$ cat src/fpl_pkg.sv
// Shared types and constants for the page frame buffer line plotter.
// No dependencies; used by every module in src.
package fpl_pkg;

  localparam int PANEL_WIDTH_DEF  = 84;
  localparam int PANEL_HEIGHT_DEF = 48;

  localparam int CMDW = 2;
  localparam int XW   = 7;
  localparam int YW   = 6;
  localparam int BIW  = 9;
  localparam int DW   = 8;
  localparam int ERRW = 11;

  typedef enum logic [CMDW-1:0] {
    CMD_CLEAR = 2'd0,
    CMD_PIXEL = 2'd1,
    CMD_LINE  = 2'd2,
    CMD_READ  = 2'd3
  } cmd_t;

  typedef struct packed {
    logic load;
    logic adv;
  } walk_ctl_t;

  typedef struct packed {
    logic [XW-1:0] x;
    logic [YW-1:0] y;
    logic          last;
  } walk_pos_t;

endpackage

$ cat src/fpl_store.sv
// Frame store: one write port, one read port, registered read.
// Depends on fpl_pkg for the data width.
module fpl_store #(
  parameter int DEPTH = 504,
  parameter int AW    = 9
) (
  input  logic                 clk,
  input  logic                 we,
  input  logic [AW-1:0]        waddr,
  input  logic [fpl_pkg::DW-1:0] wdata,
  input  logic                 re,
  input  logic [AW-1:0]        raddr,
  output logic [fpl_pkg::DW-1:0] rdata
);

  logic [fpl_pkg::DW-1:0] mem [DEPTH];
  logic [fpl_pkg::DW-1:0] rdata_r;

  always_ff @(posedge clk) begin
    if (we) begin
      mem[waddr] <= wdata;
    end
  end

  always_ff @(posedge clk) begin
    if (re) begin
      rdata_r <= mem[raddr];
    end
  end

  assign rdata = rdata_r;

endmodule

$ cat config.mk
export PLATFORM = sky130hd
export DESIGN_NAME = fpl_store
export DESIGN_NICKNAME = d
export VERILOG_FILES = /design/src/fpl_pkg.sv /design/src/fpl_store.sv
export SDC_FILE = /design/constraint.sdc
export NUM_CORES = 2
export LEC_CHECK = 0
export BUFFER_PORTS_ARGS = -buffer_cell sky130_fd_sc_hd__buf_4
export CORE_ASPECT_RATIO = 0.6
export CORE_MARGIN = 8
export CORE_UTILIZATION = 60
export CTS_CLUSTER_SIZE = 24
export DETAILED_ROUTE_END_ITERATION = 10
export GPL_ROUTABILITY_DRIVEN = 0
export PLACE_DENSITY = 0.77
export RECOVER_POWER = 100
export SETUP_SLACK_MARGIN = 0.05
export SYNTH_ARGS = -nofsm -noshare
export SYNTH_HDL_FRONTEND = slang
export SYNTH_SLANG_ARGS = --single-unit
$ cat constraint.sdc
create_clock -name clk -period 5.4 [get_ports clk]
set_input_delay 1.08 -clock clk [delete_from_list [all_inputs] [get_ports clk]]
set_output_delay 1.08 -clock clk [all_outputs]
set_load 0.03 [all_outputs]
# [Yosys cells after proc, flatten, opt, wreduce, memory -nomap -nowiden]
# Memory sizes are Yosys's and may differ from the RTL's. A register that Yosys moved wholly into a read port is not among the register bits.
# Index checks and enable logic that the tools add are counted.
[op_classes] magnitude_cmp=0 add_sub_neg=0 n_shift=0 multipliers=0 n_mux=2 bitwise_logic=0 reduce_logical=0 div_mod_pow=0 eq_ne=0
[op_table] op="$mux W1" count=2
[word_totals] reg_bits=0 elab_cells=3 mem_count=1 latch_bits=0 input_bits=29 mem_bits_ro=0 mem_bits_rw=4032 out_inout_bits=8
[memory_table] name="mem" words=504 word_bits=8 rd=1 rd_clocked_by_memory_dff=1 write_ports=1 line_no="fpl_store.sv:16" source="logic [fpl_pkg::DW-1:0] mem [DEPTH];"

# [Depth between registers and ports, before layout]
[depth] depth_word=2 ltp_mapped=15 ltp_nobuf=8

# [Least setup slack after synthesis]
# No wires, ideal clock.
[synth_timing] kind="input port to flip-flop" from="in raddr[0]" to="reg rdata_r, in the netlist rdata[0], read port of mem (data pin)" setup_time_ns=0.264 path_buffers=4 required_ns=5.136 arrival_ns=3.276 cell_stages=10 setup_slack_ns=1.860 cell_sequence="buf_6 > buf_12 > buf_6 > buf_2 > mux4_2 > mux4_2 > a22oi_1 > a31oi_1 > a22oi_1 > o21ai_0"
[synth_rtl] element="start: declaration" line_no="fpl_store.sv:12" source="input logic [AW-1:0] raddr,"
[synth_rtl] element="end: declaration" line_no="fpl_store.sv:17" source="logic [fpl_pkg::DW-1:0] rdata_r;"

==> metrics.txt <==
status finished with violations; failing checks capacitance limit, slew limit; DP HPWL 261000 um; CP max FO 17; hold path depth 1; Post-Syn Instances 7358; FF-to-FF setup slack between 1500 and 2000 ps; crit path kind input port to flop; crit-path cells buf_4 > clkinv_2 > nor2_2 > buf_4 > a22oi_1 > and3_1 > a31oi_1 > a311o_1; clk_skew about 43 ps; Worst-path clk slew 70 ps; Pwr Total 0.0622 W; Ports 37; hold_buf cts 0; Die Y between 400 and 500 um; gr ovfl total 0; first-pass GRT wire length 602000 um; Static Leak 53.5 nW; Synthesized Nets 7387; commonest non-fill, non-tap cell in the layout edfxtp_1; Max stage delay on crit path 1440 ps; CP max-delay cell nor2_2; width of the die 677 um; Final setup viols 0; number of DRC markers in iteration 0 around 15000; number of port buffers 36; count of different cell masters after synthesis 62; Worst Setup Start Kind input port; Pins Over Slew Limit 2572; HP Class input port to flop; Syn Area/Cell 21.4 um2; WL final 429000 um; P per Cell Area between 300 and 400 nW/um2; Peak VDD IR 359 uV; Setup crit end kind flop; Num Clock Sinks about 4000; reg-to-reg endpoint rdata[6]; Final ANT Viol Nets 0; total CTS buffers 334; # DRC 0; vias in the first global route 79754; period utilization 93.3%; largest net degree at the start of global routing about 190; number of gates resized after CTS 0; FILL cells ~16000; Post-CTS Setup Inserts 0; Reg2Reg Launch Point mem[241][6]; Hold Startpoint wdata[7]; FF-to-FF path depth 8; Vias 82384; final net count approximately 7600; most frequent cells in the layout 4040 x edfxtp_1, 927 x mux4_2, 575 x nor2_1; final core occ 66.2%; worst skew pair latency around 880 ps; Worst-Margin Slew 4810 ps; CP Data Required Time 6140 ps; Max H-tree Level 5; Setup TNS Final 0 ps; Placeable Area around 260000 um2; num rows 145; Synth Warn # 0; initial antenna violation count 27; Top FF cell, synth edfxtp_1; maxcap violations 47; Area Overhead vs Synth 9.72%; Post-synth EDFFs 4040; CP arrival slightly below 6000 ps; vias per cell 7.26; sequential fraction of the synthesis area around 77%; cell chosen for the clock root clkbuf_16; Hold Path Sink mem[230][7]; CTS max path bufs 4; unrepaired setup endpoints after global routing false; Die ar. 279000 um2; Async SR Flop Fraction 0%; DR pass1 iterations 6; Cell Area, Synth 157000 um2; #FFs+latches synth 4040; routed length per instance around 38 um; Global Route Usage Sum roughly 30%; min Tclk post-route between 5000 and 6000 ps; Max Clk Rate 0.198 GHz; Starting Density 60.4%; TritonCTS clock tree done; share of layout cells above drive strength 1 roughly 22%; Crit path top cell by count buf_4; Final Hold Viols 0; relative slew slack -220%
per-layer routing:
layer	vias to the layer above	routed length, um	global-route usage (%)
met4	16	17300	9.93
met3	1073	75800	12.2
met2	7600	183000	42.7
li1	31316	-	-
met5	-	126	0.103
met1	42379	153000	43.6
final cells by class:
cell class / instances / area (um2) / share of cell area [%]
Timing Repair Buffer: 382 / 3160 / 1.83
Sequential cell: 4040 / 121000 / 70.3
Antenna cell: 22 / 55.1 / 0.0319
Multi-Input combinational cell: 2855 / 33200 / 19.2
Clock buffer: 415 / 8920 / 5.17
Tap cell: 3454 / 4320 / 2.50
Clock inverter: 173 / 1570 / 0.912
Inverter: 6 / 36.3 / 0.0210
cell usage after synthesis (4+ instances only):
cell	number	area, um2
mux2_2	12	135
nor2_1	581	2180
o21ai_0	94	470
a221oi_1	13	114
nand2b_1	8	50.1
edfxtp_1	4040	121000
a2111oi_0	10	87.6
o31ai_1	4	30.0
a311oi_1	6	52.6
mux4_2	927	20900
buf_1	27	101
nor4_1	12	75.1
nand3_1	38	190
nor3b_1	4	30.0
o22ai_1	109	682
mux2i_1	428	4280
or2_2	4	25.0
clkbuf_1	190	713
buf_8	19	285
o21bai_1	4	30.0
o211ai_1	7	52.6
a211oi_1	17	128
buf_2	95	475
buf_4	39	293
nor2b_1	14	87.6
a22oi_1	44	330
nor4b_1	4	35.0
a31oi_1	16	100
inv_1	4	15.0
a21oi_1	110	551
nand4_1	7	43.8
o221ai_1	144	1260
buf_6	85	957
nand2_1	128	480
nor3_1	48	240
a211o_1	4	35.0
o2111ai_1	5	43.8
and2_1	15	93.8
worst max path at each step:
stage / slack [ps] / endpoint / start
floorplan: 1860 / rdata[0] / raddr[0]
global placement: 270 / rdata[6] / raddr[0]
detailed placement: 300 / rdata[3] / raddr[4]
CTS: 1230 / rdata[6] / raddr[0]
global route: 460 / mem[206][5] / wdata[5]
finish: 360 / rdata[7] / raddr[3]
power breakdown:
part	internal [W]	switching (W)
Combinational	0.00113	0.00236
Sequential	0.0346	0.0000219
Clock	0.0131	0.0110
registers in the layout, indices dropped and copies added (netlist names):
register,cells
mem,4032
rdata,8
logic make-up (layout without fill, tap and decap cells):
logic type / after synthesis / in the layout / share of synthesized area (%)
buffers and inverters: 463 / 976 / 1.83
multiplexers: 1367 / 1367 / 16.1
flip-flops: 4040 / 4040 / 77.1
other: 0 / 22 / 0
AO/OA/AOI/OAI: 611 / 611 / 2.66
AND/OR/NAND/NOR: 877 / 877 / 2.31
worst max-delay path: cells and delay by family:
family / cells / cell delay [ps]
compound gates: 3 / 1530
buf+inv: 3 / 1420
simple gates: 2 / 1690
per-stage QoR:
stage | setup WS, ps | area [um2] | std cells | hold WS [ps]
after floorplan | 1860 | 157000 | 7358 | 940
after global placement | 274 | 163000 | 10736 | 1230
after detailed placement | 304 | 163000 | 10736 | 1260
after CTS | 1230 | 173000 | 11324 | 523
after global routing | 459 | 173000 | 11326 | 683
final | 360 | 173000 | 11347 | 685
(Power assumes the default switching activity.)
