## config.mk

```make
export PLATFORM = sky130hd
export DESIGN_NAME = fpl_walker
export DESIGN_NICKNAME = d
export VERILOG_FILES = /design/src/fpl_pkg.sv /design/src/fpl_walker.sv
export SDC_FILE = /design/constraint.sdc
export NUM_CORES = 1
export LEC_CHECK = 0
export BUFFER_PORTS_ARGS = -buffer_cell sky130_fd_sc_hd__buf_2
export CAP_MARGIN = 20
export CORE_MARGIN = 2
export CORE_UTILIZATION = 30
export DETAILED_ROUTE_END_ITERATION = 6
export REMOVE_ABC_BUFFERS = 1
export SETUP_SLACK_MARGIN = 0.5
export SLEW_MARGIN = 20
export SYNTH_ARGS = -nofsm -noshare
export SYNTH_HDL_FRONTEND = slang
export SYNTH_SLANG_ARGS = --single-unit
```

## constraint.sdc

```tcl
create_clock -name clk -period 10.3 [get_ports clk]
set_clock_uncertainty 0.15 [all_clocks]
set_input_delay 1.03 -clock clk [delete_from_list [all_inputs] [get_ports clk]]
set_output_delay 1.03 -clock clk [all_outputs]
set_load 0.03 [all_outputs]
```

## src/fpl_pkg.sv

```systemverilog
// Shared types and constants for the page frame buffer line plotter.
// No dependencies; used by every module in src.
package fpl_pkg;

  localparam int PANEL_WIDTH_DEF  = 84;
  localparam int PANEL_HEIGHT_DEF = 48;

  localparam int CMDW = 2;
  localparam int XW   = 7;
  localparam int YW   = 6;
  localparam int BIW  = 9;
  localparam int DW   = 8;
  localparam int ERRW = 11;

  typedef enum logic [CMDW-1:0] {
    CMD_CLEAR = 2'd0,
    CMD_PIXEL = 2'd1,
    CMD_LINE  = 2'd2,
    CMD_READ  = 2'd3
  } cmd_t;

  typedef struct packed {
    logic load;
    logic adv;
  } walk_ctl_t;

  typedef struct packed {
    logic [XW-1:0] x;
    logic [YW-1:0] y;
    logic          last;
  } walk_pos_t;

endpackage

```

## src/fpl_walker.sv

```systemverilog
// Bresenham point walker: holds the current point, doubled error and step signs.
// Depends on fpl_pkg for field widths and the control and position structs.
module fpl_walker (
  input  logic                   clk,
  input  fpl_pkg::walk_ctl_t     ctl,
  input  logic [fpl_pkg::XW-1:0] x_a,
  input  logic [fpl_pkg::YW-1:0] y_a,
  input  logic [fpl_pkg::XW-1:0] x_b,
  input  logic [fpl_pkg::YW-1:0] y_b,
  output fpl_pkg::walk_pos_t     pos
);

  localparam int XW   = fpl_pkg::XW;
  localparam int YW   = fpl_pkg::YW;
  localparam int ERRW = fpl_pkg::ERRW;

  logic [XW-1:0]          x_r, x_nxt, xe_r, xe_nxt;
  logic [YW-1:0]          y_r, y_nxt, ye_r, ye_nxt;
  logic                   sx_r, sx_nxt, sy_r, sy_nxt;
  logic signed [ERRW-1:0] dx_r, dx_nxt, dy_r, dy_nxt, err_r, err_nxt;
  logic signed [ERRW-1:0] xa_e, xb_e, ya_e, yb_e, dx_ld, dy_ld;
  logic                   xs, ys;

  always_comb begin
    xa_e  = ERRW'(x_a);
    xb_e  = ERRW'(x_b);
    ya_e  = ERRW'(y_a);
    yb_e  = ERRW'(y_b);
    dx_ld = (x_b >= x_a) ? (xb_e - xa_e) : (xa_e - xb_e);
    dy_ld = (y_b >= y_a) ? (ya_e - yb_e) : (yb_e - ya_e);
    xs    = (err_r >= dy_r);
    ys    = (err_r <= dx_r);

    x_nxt   = x_r;
    y_nxt   = y_r;
    xe_nxt  = xe_r;
    ye_nxt  = ye_r;
    sx_nxt  = sx_r;
    sy_nxt  = sy_r;
    dx_nxt  = dx_r;
    dy_nxt  = dy_r;
    err_nxt = err_r;
    if (ctl.load) begin
      x_nxt   = x_a;
      y_nxt   = y_a;
      xe_nxt  = x_b;
      ye_nxt  = y_b;
      sx_nxt  = (x_b < x_a);
      sy_nxt  = (y_b < y_a);
      dx_nxt  = dx_ld;
      dy_nxt  = dy_ld;
      err_nxt = (dx_ld <<< 1) + (dy_ld <<< 1);
    end else if (ctl.adv) begin
      if (xs) begin
        x_nxt = sx_r ? (x_r - XW'(1)) : (x_r + XW'(1));
      end
      if (ys) begin
        y_nxt = sy_r ? (y_r - YW'(1)) : (y_r + YW'(1));
      end
      err_nxt = err_r + (xs ? (dy_r <<< 1) : '0) + (ys ? (dx_r <<< 1) : '0);
    end
  end

  always_ff @(posedge clk) begin
    x_r   <= x_nxt;
    y_r   <= y_nxt;
    xe_r  <= xe_nxt;
    ye_r  <= ye_nxt;
    sx_r  <= sx_nxt;
    sy_r  <= sy_nxt;
    dx_r  <= dx_nxt;
    dy_r  <= dy_nxt;
    err_r <= err_nxt;
  end

  assign pos.x    = x_r;
  assign pos.y    = y_r;
  assign pos.last = (xs && (x_r == xe_r)) || (ys && (y_r == ye_r));

endmodule

```

Yosys cells after proc, flatten, opt, wreduce, memory -nomap -nowiden:

Index checks and enable logic that the tools add are counted.

* reduce and logical (&&, ||, !) cells: 8
* add/sub/neg operators: 11
* magnitude comparators: 6
* multiplexer cells: 14
* equal/unequal tests: 2

Operators by type and width (number)
* 2-to-1 mux 11 bit: 6
* adder 11 bit: 3
* 2-to-1 mux 7 bit: 4
* 2-to-1 mux 6 bit: 4
* subtractor 7 x 7 -> 8 bit: 2
* subtractor 6 x 6 -> 7 bit: 2
* greater-or-equal comparator 11 bit: 1
* <= comparator 11 bit: 1
* adder 7 x 1 -> 7 bit, second input constant: 1
* equality test 7 bit: 1
* greater-or-equal comparator 7 bit: 1
* less-than comparator 7 bit: 1
* subtractor 7 x 1 -> 7 bit, second input constant: 1
* adder 6 x 1 -> 6 bit, second input constant: 1
* equality test 6 bit: 1
* greater-or-equal comparator 6 bit: 1
* less-than comparator 6 bit: 1
* nonzero test 2 bit: 3
* subtractor 6 x 1 -> 6 bit, second input constant: 1
* AND reduction 2 bit: 2
* logical AND 1 bit: 2
* logical OR 1 bit: 1

* bits of input ports: 29
* word-level logic and storage cells: 50
* flip-flop bits (word level): 61

Longest topological paths before layout:

Gate-level depths: netlist of run 1.

* word-level depth: 6
* depth in mapped cells: 20
* depth with buffers taken out: 20

Least setup slack after synthesis of run 1:

No wires, ideal clock.

* path kind: register to register
* start: register dy_r[9]
* end: register err_r[10], data pin
* path slack: 5.860 ns
* cell stages (with the launch flop): 20
* data arrival time: 4.138 ns
* clock period less this slack: 4.440 ns
* path through: edfxtp_1 -> inv_1 -> ha_1 -> a211oi_1 -> nor2_1 -> a211oi_2 -> o21ai_2 -> xor2_1 -> nor2_1 -> fa_1 -> ha_1 -> inv_1 -> fa_1 -> nor2b_1 -> o21a_1 -> o31ai_1 -> a21oi_1 -> xnor2_1 -> or4_1 -> a31oi_1

* cells in the longest elaborated chain, start to end: 6

RTL lines
* start: declaration: line fpl_walker.sv:20 `logic signed [ERRW-1:0] dx_r, dx_nxt, dy_r, dy_nxt, err_r, err_nxt;`
* start signal: assignment: line fpl_walker.sv:72 `dy_r <= dy_nxt;`
* greater-or-equal comparator 11 bit: line fpl_walker.sv:31 `xs = (err_r >= dy_r);`
* 2-to-1 mux 11 bit (*): line fpl_walker.sv:60 `err_nxt = err_r + (xs ? (dy_r <<< 1) : '0) + (ys ? (dx_r <<< 1) : '0);`
* adder 11 bit (*) (2 in a row): line fpl_walker.sv:60
* 2-to-1 mux 11 bit (*): line fpl_walker.sv:53 `end else if (ctl.adv) begin`
* 2-to-1 mux 11 bit (*): line fpl_walker.sv:43 `if (ctl.load) begin`
* net err_nxt[10]: line fpl_walker.sv:20
* end signal: assignment: line fpl_walker.sv:73 `err_r <= err_nxt;`
* end: declaration: line fpl_walker.sv:20

The timed path passes the listed nets; every way through them passes the cells marked *. The select of a mux whose other input is x is not followed.
A chain may end at the register's enable or synchronous reset.

Worst setup path after layout of run 1:

Same ends and word-level chain as after synthesis.

==> results.txt, run 1 <==
Congestion Overflow GR: 0
Antenna diode count: 0
DRT Pass-1 Iters: 4
TritonCTS Buffers: 5
Leak Pwr: 2.58 nW
Post-DP HPWL: 8720 um
WS Path Type: flop to flop
Synthesized cell area: 0.00495 mm^2
Clock-pin slew on the worst setup and hold paths: 70 ps
Post-synthesis sequential area ratio: 0.322
Worst path required time: 10290 ps
Initial antenna violation count: 0
Grt met2 use: 0.215
Full die area: 0.0175 mm^2
Port Buffer Count: 42
Slew @ Worst Pin: 797 ps
I/O pin count: 43
Met3 Track Usage GR: 0.0146
Placer Congestion: 0.832
Final Non-Filler Cells: 756
Root Buffer: clkbuf_16
Hold path start: y_r[0]
Cts repair resizes: 0
Vias per std cell: 4.83
Worst setup path startpoint: dy_r[9]
First-pass GRT wire length: 17800 um
Highest clock rate: 191 MHz
Row cnt: 46
Max_cap viols: 0
Max VDD drop: 136 uV
Number of DRC markers in iteration 0: 205
Setup crit start kind: flop
Ys flop type: edfxtp_1
Yosys warns: 0
# clock sinks: 53
Mean area per synthesized cell: 10.0 um^2
DR DRC count: 0
Placed insts: 748
Total track usage: 0.123
Fin crit period: 5240 ps
Clock buffer depth: 2
Final cycle utilization of the critical path: 0.509
Setup Fix Bufs, Post-CTS: 0
Min-Delay Path Class: flop to flop
Unique masters post-synth: 62
Asr flop ratio synth: 0
Share of cells above drive strength 1: 0.143
Relative slew slack: 0.467
PwrDens: 316 mW/mm^2
Wire length per cell: 14.3 um
Width of the die: 132 um
RSZ-0062 raised after global routing: no
Status: completed
Final Hold Fails: 0
Nets: 656
Core ar.: 0.0160 mm^2
Number of synthesized register bits: 53
Top Usage Layer GRT: met2
Hold buffers post-CTS: 0
CTS tree: done
Htree depth: 2
Die Ht: 132 um
Commonest cells after routing, fill and taps aside: inv_1, ha_1, edfxtp_1
Detail Route Antenna Nets: 0
Worst reg2reg path startpoint: dy_r[9]
Setup TNS: 0 ps
Commonest non-fill, non-tap cell in the layout: inv_1
Grt met1 use: 0.167
Number of synthesized flops with an enable pin: 53
Worst Setup End Kind: flop
Area growth, synth to finish: 13.4%
Clk_lat worst skew: 290 ps
Worst reg2reg setup slack: 5060 ps
Max Transition Viols Final: 0
Worst-path fanout max: 9
Vias in the first global route: 3663
CP Data Arrival Time: 5240 ps
Initial Utilization: 0.309
Synth Instances: 494
Pin count of the biggest net entering global routing: 70
Final setup vio count: 0
Vias: 3655
Post-Route WL: 10800 um
-- power by group --
group          leakage, nW  internal (mW)  switching (mW)  total (mW)
logic                 1.96          0.502           0.659        1.16
registers            0.526          0.338          0.0579       0.396
clock network       0.0938          0.139          0.0789       0.218
total                 2.58          0.979           0.796        1.77
-- flip-flops by register name, indices dropped and copies added, names as in the netlist --
register	cells
sx_r	1
sy_r	1
err_r	10
dy_r	7
y_r	6
dx_r	8
ye_r	6
x_r	7
xe_r	7
-- final cells by class --
| cell class | instances | area [um^2] |
|---|---|---|
| Tap cell | 216 | 270 |
| Sequential cell | 53 | 1590 |
| Multi-Input combinational cell | 359 | 3050 |
| Timing Repair Buffer | 44 | 225 |
| Clock buffer | 5 | 125 |
| Inverter | 76 | 285 |
| Clock inverter | 3 | 65.1 |
| Fill cell | 1667 | 10400 |
-- routing by layer --
metal,share of wire,routed length [um]
met1,0.46,5000
met2,0.49,5340
met5,0,0
met3,0.039,426
met4,0.0055,59
-- cells in the mapped netlist (all sizes together), types with 2 or more instances --
cell,instances,share of area
o21bai,6,0.0091
a221oi,3,0.0078
xor2,21,0.037
nor2,31,0.026
a31oi,6,0.0089
a21oi,34,0.035
nor2b,4,0.0051
inv,75,0.057
or3,2,0.0028
xnor2,24,0.042
or4,2,0.0030
buf,2,0.0020
nand4,6,0.0089
nand2,22,0.017
a21o,15,0.023
nor4,2,0.0025
a211oi,6,0.011
ha,71,0.18
nor3,5,0.0051
nand3,7,0.0071
o21a,6,0.0091
mux2i,7,0.014
mux2,8,0.019
o21ai,24,0.027
nand2b,4,0.0051
clkbuf,4,0.0030
fa,17,0.069
edfxtp,53,0.32
or2,2,0.0025
a211o,2,0.0035
and2,2,0.0025
o31ai,3,0.0046
-- path summary, 6_finish.rpt --
check | to | depth (start not counted)
setup reg to reg | err_r[10] | 19
hold / removal | y_r[0] | 1
setup / recovery | err_r[10] | 19
hold reg to reg | y_r[0] | 1
-- kinds of logic after synthesis --
kind of cell             count (synthesis)  synth area share
AO/OA/AOI/OAI                          115             0.157
XOR/XNOR                                45            0.0797
adder cells (fa/ha/maj)                 88             0.248
buffers and inverters                   82            0.0627
flip-flops                              53             0.322
multiplexers                            15            0.0331
AND/OR/NAND/NOR                         96            0.0979
-- critical path, stage by stage (launching register included) --
cell and delay [ps]:
edfxtp_1 420, inv_1 240, ha_1 310, a211oi_1 210, nor2_1 90, a211oi_2 280, o21ai_2 140, xor2_1 650
nor2_1 150, fa_1 540, ha_1 180, inv_1 60, fa_1 400, nor2b_1 190, o21a_1 160, o31ai_1 90
a21oi_1 170, xnor2_1 100, or4_1 400, a31oi_1 160
-- through the flow --
stage          hold slack [ps]  area, um^2  worst slack (ps)  utilization  power, mW
2_1_floorplan              688        4920              5860            -       1.29
3_3_place_gp               530        5420              5260        0.339       1.52
3_5_place_dp               553        5420              5090        0.339       1.55
4_1_cts                    564        5610              5070        0.350       1.78
5_1_grt                    591        5610              4660        0.350       1.96
6_report                   569        5610              5060        0.350       1.77
Note: power is estimated with default switching activity, not from simulation.
==> run 2: changes to the inputs <==
clock period = 5.5 ns   (was 10.3 ns; I/O delays follow)
==> run 2 against run 1 <==
Effect of this change:
- clock power rose by 70%
- final area up 0.51%
- cell count up 0.53%
- die area unchanged
- register-to-register slack worse by 4300 ps
- first-iteration DRC count grew 20%
- sequential power is 87% higher
- critical path type unchanged
- critical endpoint unchanged
- largest power group unchanged
- highest routed layer unchanged
==> results.txt, run 2 (synthesized netlist as in run 1, its figures left out) <==
# clock sinks: 53 (unchanged)
Number of DRC markers in iteration 0: 247 (+20%)
Nets: 660 (+0.61%)
Vias: 3653 (-0.055%)
Share of cells above drive strength 1: 0.154 (+0.0118)
Core ar.: 0.0160 mm^2 (unchanged)
Power share of the clock group: 0.111 (-0.012)
Switching Fraction: 0.452 (+0.00350)
Commonest non-fill, non-tap cell in the layout: inv_1
Initial Utilization: 0.309 (unchanged)
Clock buffer depth: 2 (unchanged)
Worst Setup End Kind: flop
Highest clock rate: 212 MHz (+11%)
Port Buffer Count: 42 (unchanged)
CP Data Arrival Time: 4710 ps (-530 ps)
Pint: 1.84 mW (+88%)
CP peak stage delay: 450 ps (-200 ps)
Clk_lat worst skew: 300 ps (about the same)
Most flop-heavy register: err_r
Congestion Overflow GR: 0 (unchanged)
TritonCTS Buffers: 5 (unchanged)
FF-to-FF End: err_r[10]
Status: completed
Max_cap viols: 0 (unchanged)
Min setup slack post-route: 787 ps (-4270 ps)
Slew @ Worst Pin: 782 ps (-15.7 ps)
CTS tree: done
Pre-CTS WS: 620 ps (-4470 ps)
Max VDD drop: 239 uV (+76%)
Max FFs per register: 10 (unchanged)
Vias in the first global route: 3663 (unchanged)
Worst reg2reg setup slack: 790 ps (-4270 ps)
Final setup vio count: 0 (unchanged)
Worst Setup EP: err_r[10]
Worst path required time: 5500 ps (-4790 ps)
Antenna diode count: 0 (unchanged)
Vias per std cell: 4.81 (-0.58%)
Reg2Reg Depth: 21 (+2)
Slowest-stage cell, CP: edfxtp_1
Root Buffer: clkbuf_16
I/O pin count: 43 (unchanged)
DP Area: 0.00543 mm^2 (+0.28%)
Row cnt: 46 (unchanged)
Post-Route WL: 11100 um (+2.4%)
Combinational power share: 0.668 (+0.014)
Final Cell Area: 0.00564 mm^2 (+0.51%)
Fin crit period: 4710 ps (-532 ps)
Full die area: 0.0175 mm^2 (unchanged)
Placer Congestion: 0.820 (-1.5%)
Final cycle utilization of the critical path: 0.857 (+0.348)
DRT Pass-1 Iters: 4 (unchanged)
Clock-pin slew on the worst setup and hold paths: 70 ps (about the same)
Worst reg2reg path startpoint: dy_r[9]
Worst setup path startpoint: dy_r[9]
Htree depth: 2 (unchanged)
Final Hold Fails: 0 (unchanged)
Switching power: 1.51 mW (+90%)
WHS: 309 ps (-260 ps)
Width of the die: 132 um (unchanged)
Setup TNS: 0 ps (unchanged)
PwrDens: 594 mW/mm^2 (+88%)
First-pass GRT wire length: 18200 um (+2.6%)
Area growth, synth to finish: 13.9%
Setup crit start kind: flop
Post-DP HPWL: 8870 um (+1.7%)
Flop pwr share: 0.221 (-0.002)
Util after Layout: 0.352 (+0.00180)
Detail Route Antenna Nets: 0 (unchanged)
Initial antenna violation count: 0 (unchanged)
Leak Pwr: 2.58 nW (+0.13%)
CP cell instances: inv_4, ha_1, a211oi_1, nor2_1, a211oi_2, o21ai_2, xor2_1, buf_4, nand2b_1, fa_1, inv_1, ha_1, inv_1, fa_1, nor2b_1, o21a_1, o31ai_2, a21oi_1, xnor2_1, or4_1, a31oi_1
Biggest regs: err_r x10, dx_r x8
Total track usage: 0.127 (+0.00442)
Worst-path fanout max: 9 (unchanged)
Commonest cells after routing, fill and taps aside: inv_1, ha_1, edfxtp_1
WS Path Type: flop to flop
Hold buffers post-CTS: 0 (unchanged)
Die Ht: 132 um (unchanged)
Max Transition Viols Final: 0 (unchanged)
Min-Delay Path Class: primary input to flop
Relative slew slack: 0.479 (+0.0123)
DR DRC count: 0 (unchanged)
Wire length per cell: 14.6 um (+1.9%)
Pin count of the biggest net entering global routing: 70 (unchanged)
RSZ-0062 raised after global routing: no
## run 2: power groups by stage
stage | logic, mW | registers (mW) | clock network [mW]
floorplan | 1.60 | 0.808 | 0
global placement | 2.13 | 0.746 | 0
detailed placement | 2.18 | 0.751 | 0
CTS | 2.20 | 0.742 | 0.382
global route | 2.51 | 0.760 | 0.394
finish | 2.24 | 0.740 | 0.371
## run 2: worst max-delay path: cells and delay by family, from the launching register on
family | cells | cell delay [ps]
AO/OA/AOI/OAI | 7 | 1240
XOR/XNOR | 2 | 260
adder cells (fa/ha/maj) | 4 | 1220
buffers and inverters | 4 | 440
flip-flops | 1 | 450
AND/OR/NAND/NOR | 4 | 800
## run 2: worst min-delay path by stage
| stage | from | end | slack (ps) | depth (start not counted) |
|---|---|---|---|---|
| final | y_b[2] | ye_r[2] | 310 | 1 |
| after floorplan | x_b[0] | xe_r[0] | 500 | 0 |
| after CTS | y_b[2] | ye_r[2] | 300 | 1 |
| after detailed placement | y_r[0] | y_r[0] | 550 | 1 |
| after global placement | x_r[0] | x_r[0] | 540 | 1 |
| after global routing | y_b[3] | ye_r[3] | 320 | 1 |
## run 2: through the flow
stage	power, mW	std cells
floorplan	2.41	488
global placement	2.87	750
detailed placement	2.93	750
CTS	3.32	758
global route	3.66	760
finish	3.35	760
## run 2: layout make-up
cell class / count / area (um^2)
sequential: 53 / 1590
inverter: 76 / 288
timing repair buffer: 48 / 255
multi-input combinational: 359 / 3060
fill: 1653 / 10400
tap: 216 / 270
clock inverter: 3 / 46.3
clock buffer: 5 / 125
## run 2: timing repair
item,in CTS,in global routing
resized for setup,0,5
setup endpoints to repair,0,2
setup buffers,0,2
## run 2: layer usage
metal  vias up  global-route usage  share of wire  routed length (um)
li1       1835                   -              -                   -
met1      1739               0.171           0.46                5120
met2        66               0.217           0.49                5460
met3        13              0.0157          0.028                 306
met4         0              0.0341          0.017                 186
met5         -                   0              0                   0
==> run 3: changes to the inputs <==
==> constraint.sdc (replaced) <==
create_clock -name clk -period 5.5 [get_ports clk]
set_clock_uncertainty 0.15 [all_clocks]
set_input_delay 0.825 -clock clk [delete_from_list [all_inputs] [get_ports clk]]
set_output_delay 0.825 -clock clk [all_outputs]
set_load 0.03 [all_outputs]
==> run 3 against run 2 <==
Effect of this change:
- sequential share of layout area rose by 0.069 points
- cell count fell by 0.39%
- final area fell by 0.24%
- core utilization fell by 0.086 points
- critical path type unchanged
- register-to-register slack got worse by 80 ps
==> results.txt, run 3 (synthesized netlist as in run 1, its figures left out) <==
Core ar.: 0.0160 mm^2 (unchanged)
Fin crit period: 4800 ps (+83.8 ps)
Final cycle utilization of the critical path: 0.872 (+0.0152)
Vias: 3611 (-1.1%)
RSZ-0062 raised after global routing: no
Worst reg2reg setup slack: 700 ps (-80 ps)
I/O pin count: 43 (unchanged)
Clock buffer depth: 2 (unchanged)
Final Cell Area: 0.00562 mm^2 (-0.24%)
Met2 wire len: 5370 um (-1.7%)
Clock-pin slew on the worst setup and hold paths: 70 ps (about the same)
Worst path bufs/invs: 2 (-2)
Detail Route Antenna Nets: 0 (unchanged)
Max FFs per register: 10 (unchanged)
Filler Cell Count: 1629 (-1.5%)
Initial Utilization: 0.309 (unchanged)
Full die area: 0.0175 mm^2 (unchanged)
Worst-path fanout max: 9 (unchanged)
Max layer used: met4
Max VDD drop: 220 uV (-8.0%)
DRT Pass-1 Iters: 4 (unchanged)
Worst Setup End Kind: flop
TritonCTS Buffers: 5 (unchanged)
Slew @ Worst Pin: 757 ps (-24.7 ps)
Commonest non-fill, non-tap cell in the layout: inv_1
Post-Route WL: 11100 um (+0.42%)
CTS tree: done
Area growth, synth to finish: 13.7%
Biggest regs: err_r x10, dx_r x8
Post-DP HPWL: 8930 um (+0.73%)
Max_cap viols: 0 (unchanged)
CP Data Arrival Time: 4790 ps (+80 ps)
Slowest-stage cell, CP: fa_1
Total track usage: 0.127 (+0.000163)
Number of DRC markers in iteration 0: 218 (-12%)
Most flop-heavy register: err_r
Width of the die: 132 um (unchanged)
CP top delay family: adder cells
Leak Pwr: 2.57 nW (-0.45%)
Initial antenna violation count: 0 (unchanged)
Row cnt: 46 (unchanged)
Final Hold Fails: 0 (unchanged)
Placer Congestion: 0.833 (+1.6%)
M1 WL: 5390 um (+5.2%)
WL met3: 246 um (-20%)
Vias per std cell: 4.77 (-0.76%)
Antenna diode count: 0 (unchanged)
Relative slew slack: 0.495 (+0.0165)
CP peak stage delay: 480 ps (+30 ps)
Nets: 657 (-0.45%)
Die Ht: 132 um (unchanged)
WHS: 576 ps (+268 ps)
Root Buffer: clkbuf_16
Share of cells above drive strength 1: 0.152 (-0.00284)
CP cell instances: ha_1, nand4_1, a211oi_2, nor3_1, or2_2, a211oi_2, buf_4, nor2_1, fa_1, ha_1, inv_1, fa_1, nor2b_1, o21a_1, o31ai_1, a21oi_1, xnor2_1, or4_1, a31oi_1
Hold buffers post-CTS: 0 (unchanged)
Wire length per cell: 14.7 um (+0.81%)
DR DRC count: 0 (unchanged)
Port Buffer Count: 42 (unchanged)
Setup crit start kind: flop
PwrDens: 595 mW/mm^2 (+0.16%)
Highest clock rate: 208 MHz (-1.7%)
Commonest cells after routing, fill and taps aside: inv_1, ha_1, edfxtp_1
Setup TNS: 0 ps (unchanged)
WS Path Type: flop to flop
# clock sinks: 53 (unchanged)
Worst path required time: 5490 ps (about the same)
Status: completed
DP Area: 0.00543 mm^2 (-0.14%)
Max Transition Viols Final: 0 (unchanged)
Congestion Overflow GR: 0 (unchanged)
Final setup vio count: 0 (unchanged)
First-pass GRT wire length: 18400 um (+0.99%)
Min-Delay Path Class: flop to flop
Clk_lat worst skew: 290 ps (about the same)
Htree depth: 2 (unchanged)
Vias in the first global route: 3836 (+4.7%)
Pin count of the biggest net entering global routing: 69 (-1.4%)
-- run 3: per-stage QoR --
step / setup slack (ps) / utilization / power, mW / std cells
global placement: 693 / 0.339 / 2.85 / 749
global route: 532 / 0.351 / 3.67 / 757
CTS: 664 / 0.350 / 3.33 / 757
floorplan: 1060 / - / 2.41 / 488
finish: 703 / 0.351 / 3.35 / 757
detailed placement: 491 / 0.339 / 2.93 / 749
-- run 3: layout make-up --
class,count,area [um^2],area share
clock buffer,5,125,0.0223
tap,216,270,0.0481
timing repair buffer,45,233,0.0414
sequential,53,1590,0.283
inverter,76,285,0.0507
clock inverter,3,46.3,0.00823
multi-input combinational,359,3070,0.546
-- run 3: final timing paths --
path | startpoint | end | cells after the start
min reg2reg | y_r[0] | y_r[0] | 1
max | err_r[3] | err_r[10] | 19
min | y_r[0] | y_r[0] | 1
max reg2reg | err_r[3] | err_r[10] | 19
-- run 3: where the power goes --
group          total (mW)  switching [mW]  internal, mW
registers           0.748           0.115         0.633
clock network       0.369           0.153         0.216
logic                2.23            1.27         0.965
total                3.35            1.53          1.81
-- run 3: routing by layer --
layer | vias up | track usage
li1 | 1827 | -
met1 | 1719 | 0.170
met2 | 52 | 0.219
met3 | 13 | 0.0146
met4 | 0 | 0.0323
met5 | - | 0
-- run 3: what timing repair did --
| item | in CTS | in global routing |
|---|---|---|
| pin swaps | 0 | 0 |
| endpoints found under the setup margin | 1 | 2 |
| buffers inserted | 0 | 0 |
| gates resized for setup | 1 | 4 |
-- run 3: worst reg2reg max path, cell delays in order, from the launching register on --
cell,delay [ps]
edfxtp_1,470
ha_1,320
nand4_1,220
a211oi_2,230
nor3_1,90
or2_2,290
a211oi_2,210
buf_4,210
nor2_1,80
fa_1,480
ha_1,180
inv_1,60
fa_1,400
nor2b_1,140
o21a_1,180
o31ai_1,100
a21oi_1,170
xnor2_1,90
or4_1,400
a31oi_1,170
